==> src/design/rcfn_pkg.sv <==
// Shared types, codes and saturation helper for the oversampled RC filter network.
// No dependencies; used by rcfn_mac and the filter network top level.
`default_nettype none

package rcfn_pkg;

  // Sample and coefficient widths
  localparam int SAMPLE_W = 16;
  localparam int OP_W     = 18;
  localparam int PROD_W   = 36;
  localparam int SUM_W    = 37;

  // Configuration register indexes
  localparam logic [2:0] REG_MODE     = 3'd0;
  localparam logic [2:0] REG_FEEDBACK = 3'd1;
  localparam logic [2:0] REG_INPUT    = 3'd2;
  localparam logic [2:0] REG_HPGAIN   = 3'd3;
  localparam logic [2:0] REG_RESON    = 3'd4;

  // Mode codes
  localparam logic [2:0] MODE_LP12 = 3'd0;
  localparam logic [2:0] MODE_BP12 = 3'd1;
  localparam logic [2:0] MODE_HP12 = 3'd2;
  localparam logic [2:0] MODE_LP24 = 3'd3;
  localparam logic [2:0] MODE_BP24 = 3'd4;
  localparam logic [2:0] MODE_HP24 = 3'd5;

  // Output kind codes
  localparam logic [1:0] KIND_LP = 2'd0;
  localparam logic [1:0] KIND_BP = 2'd1;
  localparam logic [1:0] KIND_HP = 2'd2;

  // Oversampling passes per input sample
  localparam int PASSES = 4;
  localparam int PASS_W = 2;

  // Saturation limits, +-1.0 in Q2.14
  localparam logic signed [SUM_W-1:0] UNITY_POS = 37'sd16384;
  localparam logic signed [SUM_W-1:0] UNITY_NEG = -37'sd16384;

  typedef logic signed [SAMPLE_W-1:0] audio_t;
  typedef logic signed [OP_W-1:0]     operand_t;
  typedef logic signed [PROD_W-1:0]   product_t;
  typedef logic signed [SUM_W-1:0]    wide_t;

  // Clamp a wide sum to +-1.0
  function automatic audio_t sat(input wide_t v);
    audio_t r;
    if (v > UNITY_POS) begin
      r = 16'sd16384;
    end else if (v < UNITY_NEG) begin
      r = -16'sd16384;
    end else begin
      r = v[SAMPLE_W-1:0];
    end
    return r;
  endfunction

endpackage

`default_nettype wire

==> src/design/rcfn_mac.sv <==
// Shared signed multiplier with a registered product.
// Depends on rcfn_pkg for operand and product types.
`default_nettype none

module rcfn_mac (
  input  wire logic               clk,
  input  wire rcfn_pkg::operand_t op_a,
  input  wire rcfn_pkg::operand_t op_b,
  output rcfn_pkg::product_t      prod
);

  // Register the product for the next sequencer step
  always_ff @(posedge clk) begin
    prod <= op_a * op_b;
  end

endmodule

`default_nettype wire

==> src/design/rc_filter_network_oversampled_unit.sv <==
// Top level of the oversampled saturating RC filter network (12/24 dB).
// Depends on rcfn_pkg and rcfn_mac.
//
//   channel   dir  beat fields (lowest bit up)
//   s_*       in   tdata: sample_in[15:0]; tuser: channel[0]
//   m_*       out  tdata: sample_out[15:0]
//   cfg_*     in   cfg_index[2:0] register index, cfg_data[15:0] value
//
// From accept to result a sample runs through seven sequencer steps per stage
// pass around the single shared multiplier, four passes, one or two stages per
// pass (12 or 24 dB modes), plus a step that loads the output. The block takes
// the next sample only after that load, so samples never overlap in work.
// Reset (rst, synchronous) clears all filter state and loads register defaults.
// s_tready is low while a sample is in work; a result held by m_tready low
// stalls the block only when the next result is ready to load.
`default_nettype none

module rc_filter_network_oversampled_unit #(
  parameter int NUM_CHANNELS = 2
) (
  input  wire logic        clk,
  input  wire logic        rst,
  input  wire logic        s_tvalid,
  output logic             s_tready,
  input  wire logic [15:0] s_tdata,   // sample_in[15:0]
  input  wire logic [0:0]  s_tuser,   // channel[0]
  output logic             m_tvalid,
  input  wire logic        m_tready,
  output logic [15:0]      m_tdata,   // sample_out[15:0]
  input  wire logic        cfg_valid,
  output logic             cfg_ready,
  input  wire logic [2:0]  cfg_index,
  input  wire logic [15:0] cfg_data
);

  localparam int CH_W = (NUM_CHANNELS > 1) ? $clog2(NUM_CHANNELS) : 1;

  typedef enum logic [3:0] {
    S_IDLE, S_Q, S_IN, S_LP0, S_LP1, S_HP, S_BP0, S_BP1, S_FIN
  } state_t;

  state_t state;

  // Configuration registers
  logic [2:0]  mode;
  logic [15:0] feedback_coeff;
  logic [15:0] input_coeff;
  logic [15:0] highpass_gain;
  logic [15:0] resonance;

  // Filter state, per stage and channel
  rcfn_pkg::audio_t st_lp   [2][NUM_CHANNELS];
  rcfn_pkg::audio_t st_hp   [2][NUM_CHANNELS];
  rcfn_pkg::audio_t st_bp   [2][NUM_CHANNELS];
  rcfn_pkg::audio_t st_prev [2][NUM_CHANNELS];

  // Working registers
  logic                            stg;
  logic [rcfn_pkg::PASS_W-1:0]     pass;
  logic [CH_W-1:0]                 ch;
  rcfn_pkg::audio_t                sample;
  rcfn_pkg::audio_t                in_reg;
  rcfn_pkg::product_t              acc;

  rcfn_pkg::operand_t op_a;
  rcfn_pkg::operand_t op_b;
  rcfn_pkg::product_t prod;

  logic              two_stage;
  logic [1:0]        kind;
  logic [CH_W-1:0]   ch_sel;
  rcfn_pkg::audio_t  cur_lp, cur_hp, cur_bp, cur_prev;
  rcfn_pkg::audio_t  x_in;
  rcfn_pkg::audio_t  in_val, lp_val, hp_val, bp_val;
  rcfn_pkg::audio_t  result;
  rcfn_pkg::operand_t hp_diff;
  rcfn_pkg::wide_t   q_term;
  rcfn_pkg::wide_t   acc_sum;

  function automatic rcfn_pkg::audio_t pick(input logic [1:0] k,
                                            input rcfn_pkg::audio_t lp,
                                            input rcfn_pkg::audio_t bp,
                                            input rcfn_pkg::audio_t hp);
    rcfn_pkg::audio_t r;
    if (k == rcfn_pkg::KIND_LP) begin
      r = lp;
    end else if (k == rcfn_pkg::KIND_BP) begin
      r = bp;
    end else begin
      r = hp;
    end
    return r;
  endfunction

  assign s_tready  = (state == S_IDLE);
  assign cfg_ready = 1'b1;
  assign ch_sel    = (NUM_CHANNELS > 1) ? CH_W'(s_tuser[0]) : '0;

  // Decode mode; unused codes act as hp24
  always_comb begin
    unique case (mode)
      rcfn_pkg::MODE_LP12: begin two_stage = 1'b0; kind = rcfn_pkg::KIND_LP; end
      rcfn_pkg::MODE_BP12: begin two_stage = 1'b0; kind = rcfn_pkg::KIND_BP; end
      rcfn_pkg::MODE_HP12: begin two_stage = 1'b0; kind = rcfn_pkg::KIND_HP; end
      rcfn_pkg::MODE_LP24: begin two_stage = 1'b1; kind = rcfn_pkg::KIND_LP; end
      rcfn_pkg::MODE_BP24: begin two_stage = 1'b1; kind = rcfn_pkg::KIND_BP; end
      default:             begin two_stage = 1'b1; kind = rcfn_pkg::KIND_HP; end
    endcase
  end

  // Current stage state and stage input
  assign cur_lp   = st_lp[stg][ch];
  assign cur_hp   = st_hp[stg][ch];
  assign cur_bp   = st_bp[stg][ch];
  assign cur_prev = st_prev[stg][ch];
  assign x_in     = stg ? pick(kind, st_lp[0][ch], st_bp[0][ch], st_hp[0][ch]) : sample;
  assign result   = two_stage ? pick(kind, st_lp[1][ch], st_bp[1][ch], st_hp[1][ch])
                              : pick(kind, st_lp[0][ch], st_bp[0][ch], st_hp[0][ch]);

  // Round, add and clamp on the product register
  assign hp_diff = rcfn_pkg::OP_W'(cur_hp) + rcfn_pkg::OP_W'(in_reg)
                 - rcfn_pkg::OP_W'(cur_prev);
  assign q_term  = (rcfn_pkg::SUM_W'(prod) + 37'sd2048) >>> 12;
  assign acc_sum = rcfn_pkg::SUM_W'(acc) + rcfn_pkg::SUM_W'(prod);
  assign in_val  = rcfn_pkg::sat(q_term + rcfn_pkg::SUM_W'(x_in));
  assign lp_val  = rcfn_pkg::sat((acc_sum + 37'sd16384) >>> 15);
  assign bp_val  = lp_val;
  assign hp_val  = rcfn_pkg::sat((rcfn_pkg::SUM_W'(prod) + 37'sd16384) >>> 15);

  // Select multiplier operands for this step
  always_comb begin
    unique case (state)
      S_Q: begin
        op_a = rcfn_pkg::OP_W'(cur_bp);
        op_b = $signed({2'b00, resonance});
      end
      S_IN: begin
        op_a = rcfn_pkg::OP_W'(cur_lp);
        op_b = $signed({2'b00, feedback_coeff});
      end
      S_LP0: begin
        op_a = rcfn_pkg::OP_W'(in_reg);
        op_b = $signed({2'b00, input_coeff});
      end
      S_LP1: begin
        op_a = hp_diff;
        op_b = $signed({2'b00, highpass_gain});
      end
      S_HP: begin
        op_a = rcfn_pkg::OP_W'(cur_bp);
        op_b = $signed({2'b00, feedback_coeff});
      end
      S_BP0: begin
        op_a = rcfn_pkg::OP_W'(cur_hp);
        op_b = $signed({2'b00, input_coeff});
      end
      default: begin
        op_a = '0;
        op_b = '0;
      end
    endcase
  end

  rcfn_mac u_mac (
    .clk  (clk),
    .op_a (op_a),
    .op_b (op_b),
    .prod (prod)
  );

  // Configuration writes
  always_ff @(posedge clk) begin
    if (rst) begin
      mode           <= 3'd0;
      feedback_coeff <= 16'd0;
      input_coeff    <= 16'd32768;
      highpass_gain  <= 16'd0;
      resonance      <= 16'd0;
    end else if (cfg_valid && cfg_ready) begin
      unique case (cfg_index)
        rcfn_pkg::REG_MODE:     mode           <= cfg_data[2:0];
        rcfn_pkg::REG_FEEDBACK: feedback_coeff <= cfg_data;
        rcfn_pkg::REG_INPUT:    input_coeff    <= cfg_data;
        rcfn_pkg::REG_HPGAIN:   highpass_gain  <= cfg_data;
        rcfn_pkg::REG_RESON:    resonance      <= cfg_data;
        default: ;
      endcase
    end
  end

  // Sequencer, filter state and output register
  always_ff @(posedge clk) begin
    if (rst) begin
      state    <= S_IDLE;
      stg      <= 1'b0;
      pass     <= '0;
      ch       <= '0;
      m_tvalid <= 1'b0;
      for (int s = 0; s < 2; s++) begin
        for (int c = 0; c < NUM_CHANNELS; c++) begin
          st_lp[s][c]   <= '0;
          st_hp[s][c]   <= '0;
          st_bp[s][c]   <= '0;
          st_prev[s][c] <= '0;
        end
      end
    end else begin
      // drop the output beat once taken, unless the next one loads now
      if (m_tvalid && m_tready && state != S_FIN) begin
        m_tvalid <= 1'b0;
      end
      unique case (state)
        S_IDLE: begin
          if (s_tvalid) begin
            sample <= $signed(s_tdata);
            ch     <= ch_sel;
            stg    <= 1'b0;
            pass   <= '0;
            state  <= S_Q;
          end
        end
        S_Q: begin
          state <= S_IN;
        end
        S_IN: begin
          in_reg <= in_val;
          state  <= S_LP0;
        end
        S_LP0: begin
          acc   <= prod;
          state <= S_LP1;
        end
        S_LP1: begin
          st_lp[stg][ch] <= lp_val;
          state          <= S_HP;
        end
        S_HP: begin
          st_hp[stg][ch]   <= hp_val;
          st_prev[stg][ch] <= in_reg;
          state            <= S_BP0;
        end
        S_BP0: begin
          acc   <= prod;
          state <= S_BP1;
        end
        S_BP1: begin
          st_bp[stg][ch] <= bp_val;
          // advance to the next stage or pass
          if (two_stage && !stg) begin
            stg   <= 1'b1;
            state <= S_Q;
          end else if (pass == rcfn_pkg::PASS_W'(rcfn_pkg::PASSES - 1)) begin
            state <= S_FIN;
          end else begin
            stg   <= 1'b0;
            pass  <= pass + 1'b1;
            state <= S_Q;
          end
        end
        S_FIN: begin
          // hold until the output register is free
          if (!m_tvalid || m_tready) begin
            m_tdata  <= result;
            m_tvalid <= 1'b1;
            state    <= S_IDLE;
          end
        end
        default: begin
          state <= S_IDLE;
        end
      endcase
    end
  end

endmodule

`default_nettype wire

==> config.mk <==
export PLATFORM = sky130hd
export DESIGN_NAME = rc_filter_network_oversampled_unit
export DESIGN_NICKNAME = d
export VERILOG_FILES = /design/src/design/rcfn_pkg.sv /design/src/design/rcfn_mac.sv /design/src/design/rc_filter_network_oversampled_unit.sv
export SDC_FILE = /design/constraint.sdc
export NUM_CORES = 2
export LEC_CHECK = 0
export BUFFER_PORTS_ARGS = -buffer_cell sky130_fd_sc_hd__buf_2
export CAP_MARGIN = 20
export CORE_ASPECT_RATIO = 0.75
export CORE_MARGIN = 5
export CORE_UTILIZATION = 28
export CTS_CLUSTER_SIZE = 8
export DETAILED_ROUTE_END_ITERATION = 16
export GPL_TIMING_DRIVEN = 1
export HOLD_SLACK_MARGIN = 0.05
export SLEW_MARGIN = 10
export SYNTH_ARGS = -nofsm -noshare
export SYNTH_HDL_FRONTEND = slang
export SYNTH_SLANG_ARGS = --single-unit
export TNS_END_PERCENT = 1
==> constraint.sdc <==
create_clock -name clk -period 12 [get_ports clk]
set_input_delay 1.8 -clock clk [delete_from_list [all_inputs] [get_ports clk]]
set_output_delay 1.8 -clock clk [all_outputs]
set_load 0.005 [all_outputs]
[Word level (Yosys, flattened, before mapping)]
Memory sizes are Yosys's and may differ from the RTL's. A register that Yosys moved wholly into a read port is not among the register bits.
Index checks and enable logic that the tools add are counted.
Word-level totals
  register bits after elaboration: 194
  bits in latches: 0
  memory bits (writable): 256
  bits in read-only memories: 0
  input port bits: 41
  output and inout bits: 19
  word-level logic and storage cells: 193
  memories kept: 4
Cells by class
  add/sub/neg operators: 8
  multiply operators: 1
  divide/modulo/power cells: 0
  magnitude comparators: 8
  equality and inequality tests: 24
  shift operators: 0
  mux-type cells: 94
  bitwise operators: 2
  reduce and logical (&&, ||, !) cells: 36
Memory list
  st_bp: depth 2, width 32, rd ports 3, clocked after memory_dff 1, write ports 2, line rc_filter_network_oversampled_unit.sv:54  | rcfn_pkg::audio_t st_bp [2][NUM_CHANNELS];
  st_hp: depth 2, width 32, rd ports 3, clocked after memory_dff 1, write ports 2, line rc_filter_network_oversampled_unit.sv:53  | rcfn_pkg::audio_t st_hp [2][NUM_CHANNELS];
  st_lp: depth 2, width 32, rd ports 3, clocked after memory_dff 1, write ports 2, line rc_filter_network_oversampled_unit.sv:52  | rcfn_pkg::audio_t st_lp [2][NUM_CHANNELS];
  st_prev: depth 2, width 32, rd ports 1, clocked after memory_dff 1, write ports 2, line rc_filter_network_oversampled_unit.sv:55  | rcfn_pkg::audio_t st_prev [2][NUM_CHANNELS];
Operators by type and width (number)
  $mux 16: 42
  $mux 32: 11
  $reduce_or 32->1: 4
  $pmux 18 s5: 1
  $pmux 16 s4: 1
  $gt 22x16->1 const B: 2
  $lt 22x15->1 const B: 2
  $add 37x16->37 const B: 1
  $add 35x13->36 const B: 1
  $add 35x16->36 const B: 1
  $add 35x35->36: 1
  $pmux 4 s9: 1
  $mul 18x17->35: 1
  $mux 1: 27
  $add 25x16->26: 1
  $gt 26x16->1 const B: 1
  $lt 26x15->1 const B: 1
  $reduce_and 2->1: 9
  $sub 17x16->18: 1
  $add 16x16->17: 1
  $demux 16 s1: 1
  $eq 4x3->1 const B: 4
  $mux 4: 4
  $eq 3x2->1 const B: 4
  29 further kinds: 50

[Longest topological paths before layout]
  depth after elaboration: 10
  depth in mapped cells: 47
  mapped depth without buffers: 42

[By module]
From an unflattened synthesis, not the netlist that was laid out.
Second synthesis, totals
  cells, all modules: 3673
  area total of the unflattened synthesis: 37239.5 µm²
By module, submodules not included
  rc_filter_network_oversampled_unit: times used 1, cells an instance 2288, area an instance 24364.6 µm², sequential area each 11751.3 µm²
  rcfn_mac: times used 1, cells an instance 1385, area an instance 12874.8 µm², sequential area each 720.7 µm²

[Worst setup path after synthesis]
No wires, ideal clock.
  kind: register to register
  start: register ch
  end: register, netlist name u_mac.prod[34]
  setup time: 72 ps
  arrival time: 11884 ps
  data required time: 11928 ps
  setup slack: 44 ps
  cell stages (with the launch flop): 44
  buffers on the path: 6
  period minus slack after synthesis: 11956 ps
  path through: dfxtp_1 > clkbuf_1 > clkbuf_1 > clkbuf_1 > buf_1 > buf_1 > clkbuf_1 > mux4_2 > fa_1 > inv_1 > ha_1 > nor2b_1 > o21ai_0 > a21boi_0 > o21ai_0 > a21boi_0 > o21ai_0 > nand2b_1 > [8 not listed] > inv_1 > fa_1 > fa_1 > inv_1 > fa_1 > inv_1 > ha_1 > a21o_1 > a21o_1 > a21o_1 > a21o_1 > or3_1 > a211oi_1 > o31ai_1 > o41a_1 > a211o_1 > a21oi_1 > xnor2_1
Between the ends
  cells in the longest elaborated chain, start to end: 8
  elaborated cells on any way between the ends: 17
  those cells by class: add/sub (2); mul (1); mux (13); bitwise (1)
Ends and longest elaborated chain
  from (decl): line rc_filter_network_oversampled_unit.sv:60  | logic [CH_W-1:0] ch;
  from (signal assigned): line rc_filter_network_oversampled_unit.sv:216  | ch <= ch_sel;
  $not 1->2 (not written as such) *
  $mux 16 (not written as such) (3 in a row): line rc_filter_network_oversampled_unit.sv:113  | assign cur_hp = st_hp[stg][ch];
  $add 16x16->17: line rc_filter_network_oversampled_unit.sv:121  | assign hp_diff = rcfn_pkg::OP_W'(cur_hp) + rcfn_pkg::OP_W'(in_reg)
  $sub 17x16->18: line rc_filter_network_oversampled_unit.sv:122  | - rcfn_pkg::OP_W'(cur_prev);
  $pmux 18 s5 *: line rc_filter_network_oversampled_unit.sv:132  | unique case (state)
  $mul 18x17->35 *: line rcfn_mac.sv:14  | prod <= op_a * op_b;
Every way passes the cells marked *; elsewhere a longest branch is shown, timed or not. The select of a mux whose other input is x is not followed.
A chain may end at the register's enable or synchronous reset.

==> summary.md <==
| Metric | Value |
|---|---|
| Vias in the first global route | 27259 |
| CP Data Required Time | 12.50 ns |
| Yosys cell types | 90 |
| Synthesized flop and latch total | 451 |
| Share of synthesized registers carrying an async set or reset | 0 |
| Post CTS Setup Buffer Count | 0 |
| Crit path time final | 11.27 ns |
| Clock sink count | 451 |
| Quantity of gates resized following cts | 0 |
| Clock buffer depth | 3 |
| Nets | 4162 |
| Worst path slowest cell | a31oi_1 |
| Skew-Pair Late Insertion Delay | 0.65 ns |
| Grt total ovfl | 0 |
| Reg-to-reg slack, setup | 0.73 ns |
| Worst EP arrival | 11.77 ns |
| Buf/Inv on CP | 5 |
| Cells on worst reg2reg path | 37 |
| Total CTS buffers | 67 |
| Util after Layout | 0.315 |
| Worst Setup Start Kind | flip-flop |
| CP Capture Type | flip-flop |
| Clk_skew | 0.0495 ns |
| Synth top area share | 0.281 |
| Initial Utilization | 0.281 |
| CP delay by family, top | compound AO/OA/AOI/OAI gates |
| Final period util | 0.939 |
| Max_slew headroom | 0.136 |
| CP peak stage delay | 0.71 ns |
| Diodes inserted | 0 |
| Slew of the pin with the lowest slew margin | 1.30 ns |
| Root buffer cell | clkbuf_16 |
| Synth top area cells | edfxtp_1, fa_1, dfxtp_1, ha_1, inv_1 |
| Largest net degree at the start of global routing | 85 |
| Routed wire per std cell | 21.1 um |
| Share of cells above drive strength 1 | 0.101 |
| Area growth syn-to-layout | 12.0% |
| Power density over cell area | 107 mW/mm^2 |
| Unrepaired setup endpoints after global routing | no |
| Via/cell ratio | 5.14 |
| H-tree lvl count | 3 |
| Via count | 27855 |
| Count leader, synth | inv_1 |
| Clock slew at reported path FFs | 0.05 ns |
| Post-route setup TNS | 0 ns |
| Seq/Total Area, Yosys | 0.343 |
| Routed wire length | 114000 um |
| Die H | 321 um |
| Core Region | 0.129 mm^2 |
| CTS Hold Buffers Added | 0 |
| Antenna-violating nets left | 0 |
| Slack of the critical path | 0.733 ns |
| Final setup vio count | 0 |
| Hold crit path type | reg2reg |
| Fmax | 88.8 MHz |
| Leak Pwr | 16.2 nW |
| Yosys warns | 0 |
| Status | complete, no violations |
| Die Wd | 425 um |
| R2r endpoint | u_mac.prod[34]$_DFF_P_ |
| Setup WS pre-CTS | 0.871 ns |
| TritonCTS clock tree | built |
| Top FF cell, synth | edfxtp_1 |
| Peak supply drop | 0.0000912 V |
| Die area | 0.137 mm^2 |
| Hold Startpoint | u_mac.prod[6]$_DFF_P_ |
| Slew Viols, Final | 0 |
| DP HPWL | 86600 um |
| Total global-route track usage | 0.166 |
| I/O Buffers | 58 |
| GP Congestion | 0.928 |
| Critical path class | reg2reg |
| WHS Endpoint | acc[6]$_DFFE_PP_ |
| Initial antenna violation count | 1 |
| Syn Std Cell Area | 0.0362 mm^2 |
| Synth cell count leaders | inv_1, nand2_1, edfxtp_1 |
| Initial DRC Count | 2904 |
| CP max FO | 26 |
| 1st-pass router iterations | 7 |
| Synth area leader | edfxtp_1 |
| Ports | 60 |
| EDFF count, synth | 339 |
| First-pass GRT wire length | 173000 um |
| Most frequent CP cell | fa_1 |
| Fin. Hold Viols | 0 |
| Maxcap violations | 0 |
| Avg Cell Area, Syn | 9.96 um^2 |
| Mapped Nets | 4148 |
| Cell count after synthesis | 3634 |
| Cell row count | 114 |
| Hold Crit Depth | 0 |
| Post-route DRC | 0 |
## final cells by class
class | count | area (um^2)
fillers | 13200 | 88100
multi-input cells | 2545 | 21400
flip-flops and latches | 451 | 12400
well taps | 1740 | 2180
clock buffers | 90 | 1780
inverters | 457 | 1720
repair buffers | 126 | 841
clock inverters | 8 | 156
## cells by family after synthesis
| family | Yosys count | share of synthesized area |
|---|---|---|
| fa+ha+maj | 479 | 0.228 |
| simple gates | 1195 | 0.154 |
| xor+xnor | 140 | 0.0341 |
| compound gates | 567 | 0.101 |
| buf+inv | 638 | 0.0678 |
| other cells | 1 | 0.000104 |
| mux | 163 | 0.0711 |
| flops | 451 | 0.343 |
## cells in the final DEF, fill, tap and decap left out, types with 17 or more instances in the layout
| cell | n |
|---|---|
| fa_1 | 304 |
| clkbuf_16 | 68 |
| nor3_1 | 177 |
| buf_4 | 66 |
| mux2_2 | 33 |
| xor2_1 | 46 |
| nor2b_1 | 37 |
| and2_1 | 47 |
| mux4_2 | 72 |
| buf_2 | 58 |
| nor4_1 | 18 |
| o21ai_0 | 94 |
| dfxtp_1 | 110 |
| a21oi_1 | 202 |
| nor2_1 | 263 |
| nand4_1 | 17 |
| a222oi_1 | 17 |
| xnor2_1 | 92 |
| mux2i_1 | 58 |
| nand2_1 | 436 |
| inv_1 | 457 |
| or2_2 | 18 |
| a21o_1 | 30 |
| clkbuf_1 | 22 |
| and3_1 | 22 |
| nand2b_1 | 31 |
| nand3_1 | 50 |
| edfxtp_1 | 339 |
| ha_1 | 169 |
| a31oi_1 | 30 |
## through the flow
| step | total power [mW] | hold slack, ns | area [um^2] | cells |
|---|---|---|---|---|
| 2_1_floorplan | 2.28 | 0.412 | 36200 | 3634 |
| 3_3_place_gp | 2.53 | 0.426 | 38500 | 5313 |
| 3_5_place_dp | 2.54 | 0.429 | 38600 | 5316 |
| 4_1_cts | 4.34 | 0.440 | 40500 | 5414 |
| 5_1_grt | 4.48 | 0.450 | 40500 | 5417 |
| 6_report | 4.33 | 0.441 | 40500 | 5417 |
## worst register-to-register path: cells and delay by family (launching register included)
family	cells	cell delay (ns)
mux	1	0.60
compound gates	18	4.45
flops	1	0.65
fa+ha+maj	9	4.25
buf+inv	5	0.25
simple gates	3	0.89
xor+xnor	1	0.08
## per-layer routing
| metal | up-vias | wire [um] | global-route usage |
|---|---|---|---|
| met5 | - | 0 | 0 |
| met4 | 0 | 2750 | 0.0423 |
| met3 | 173 | 12800 | 0.0504 |
| met2 | 1387 | 48700 | 0.244 |
| met1 | 13770 | 50000 | 0.237 |
| li1 | 12525 | - | - |
## power breakdown
group	leakage (nW)	total, mW	switching (mW)	internal (mW)
clock network	0.935	1.80	0.737	1.06
registers	4.36	1.77	0.0439	1.73
logic	10.9	0.758	0.509	0.249
total	16.2	4.33	1.29	3.04
## worst max-delay path by stage
stage / from / end / depth (start not counted)
after floorplan: ch$_SDFFE_PP0P_ / u_mac.prod[34]$_DFF_P_ / 43
after global placement: flip-flop / u_mac.prod[34]$_DFF_P_ / 38
after CTS: flip-flop / u_mac.prod[34]$_DFF_P_ / 38
final: flip-flop / u_mac.prod[34]$_DFF_P_ / 37
after global routing: flip-flop / u_mac.prod[34]$_DFF_P_ / 38
after detailed placement: flip-flop / u_mac.prod[34]$_DFF_P_ / 38
Power figures use the tool's default switching activity.
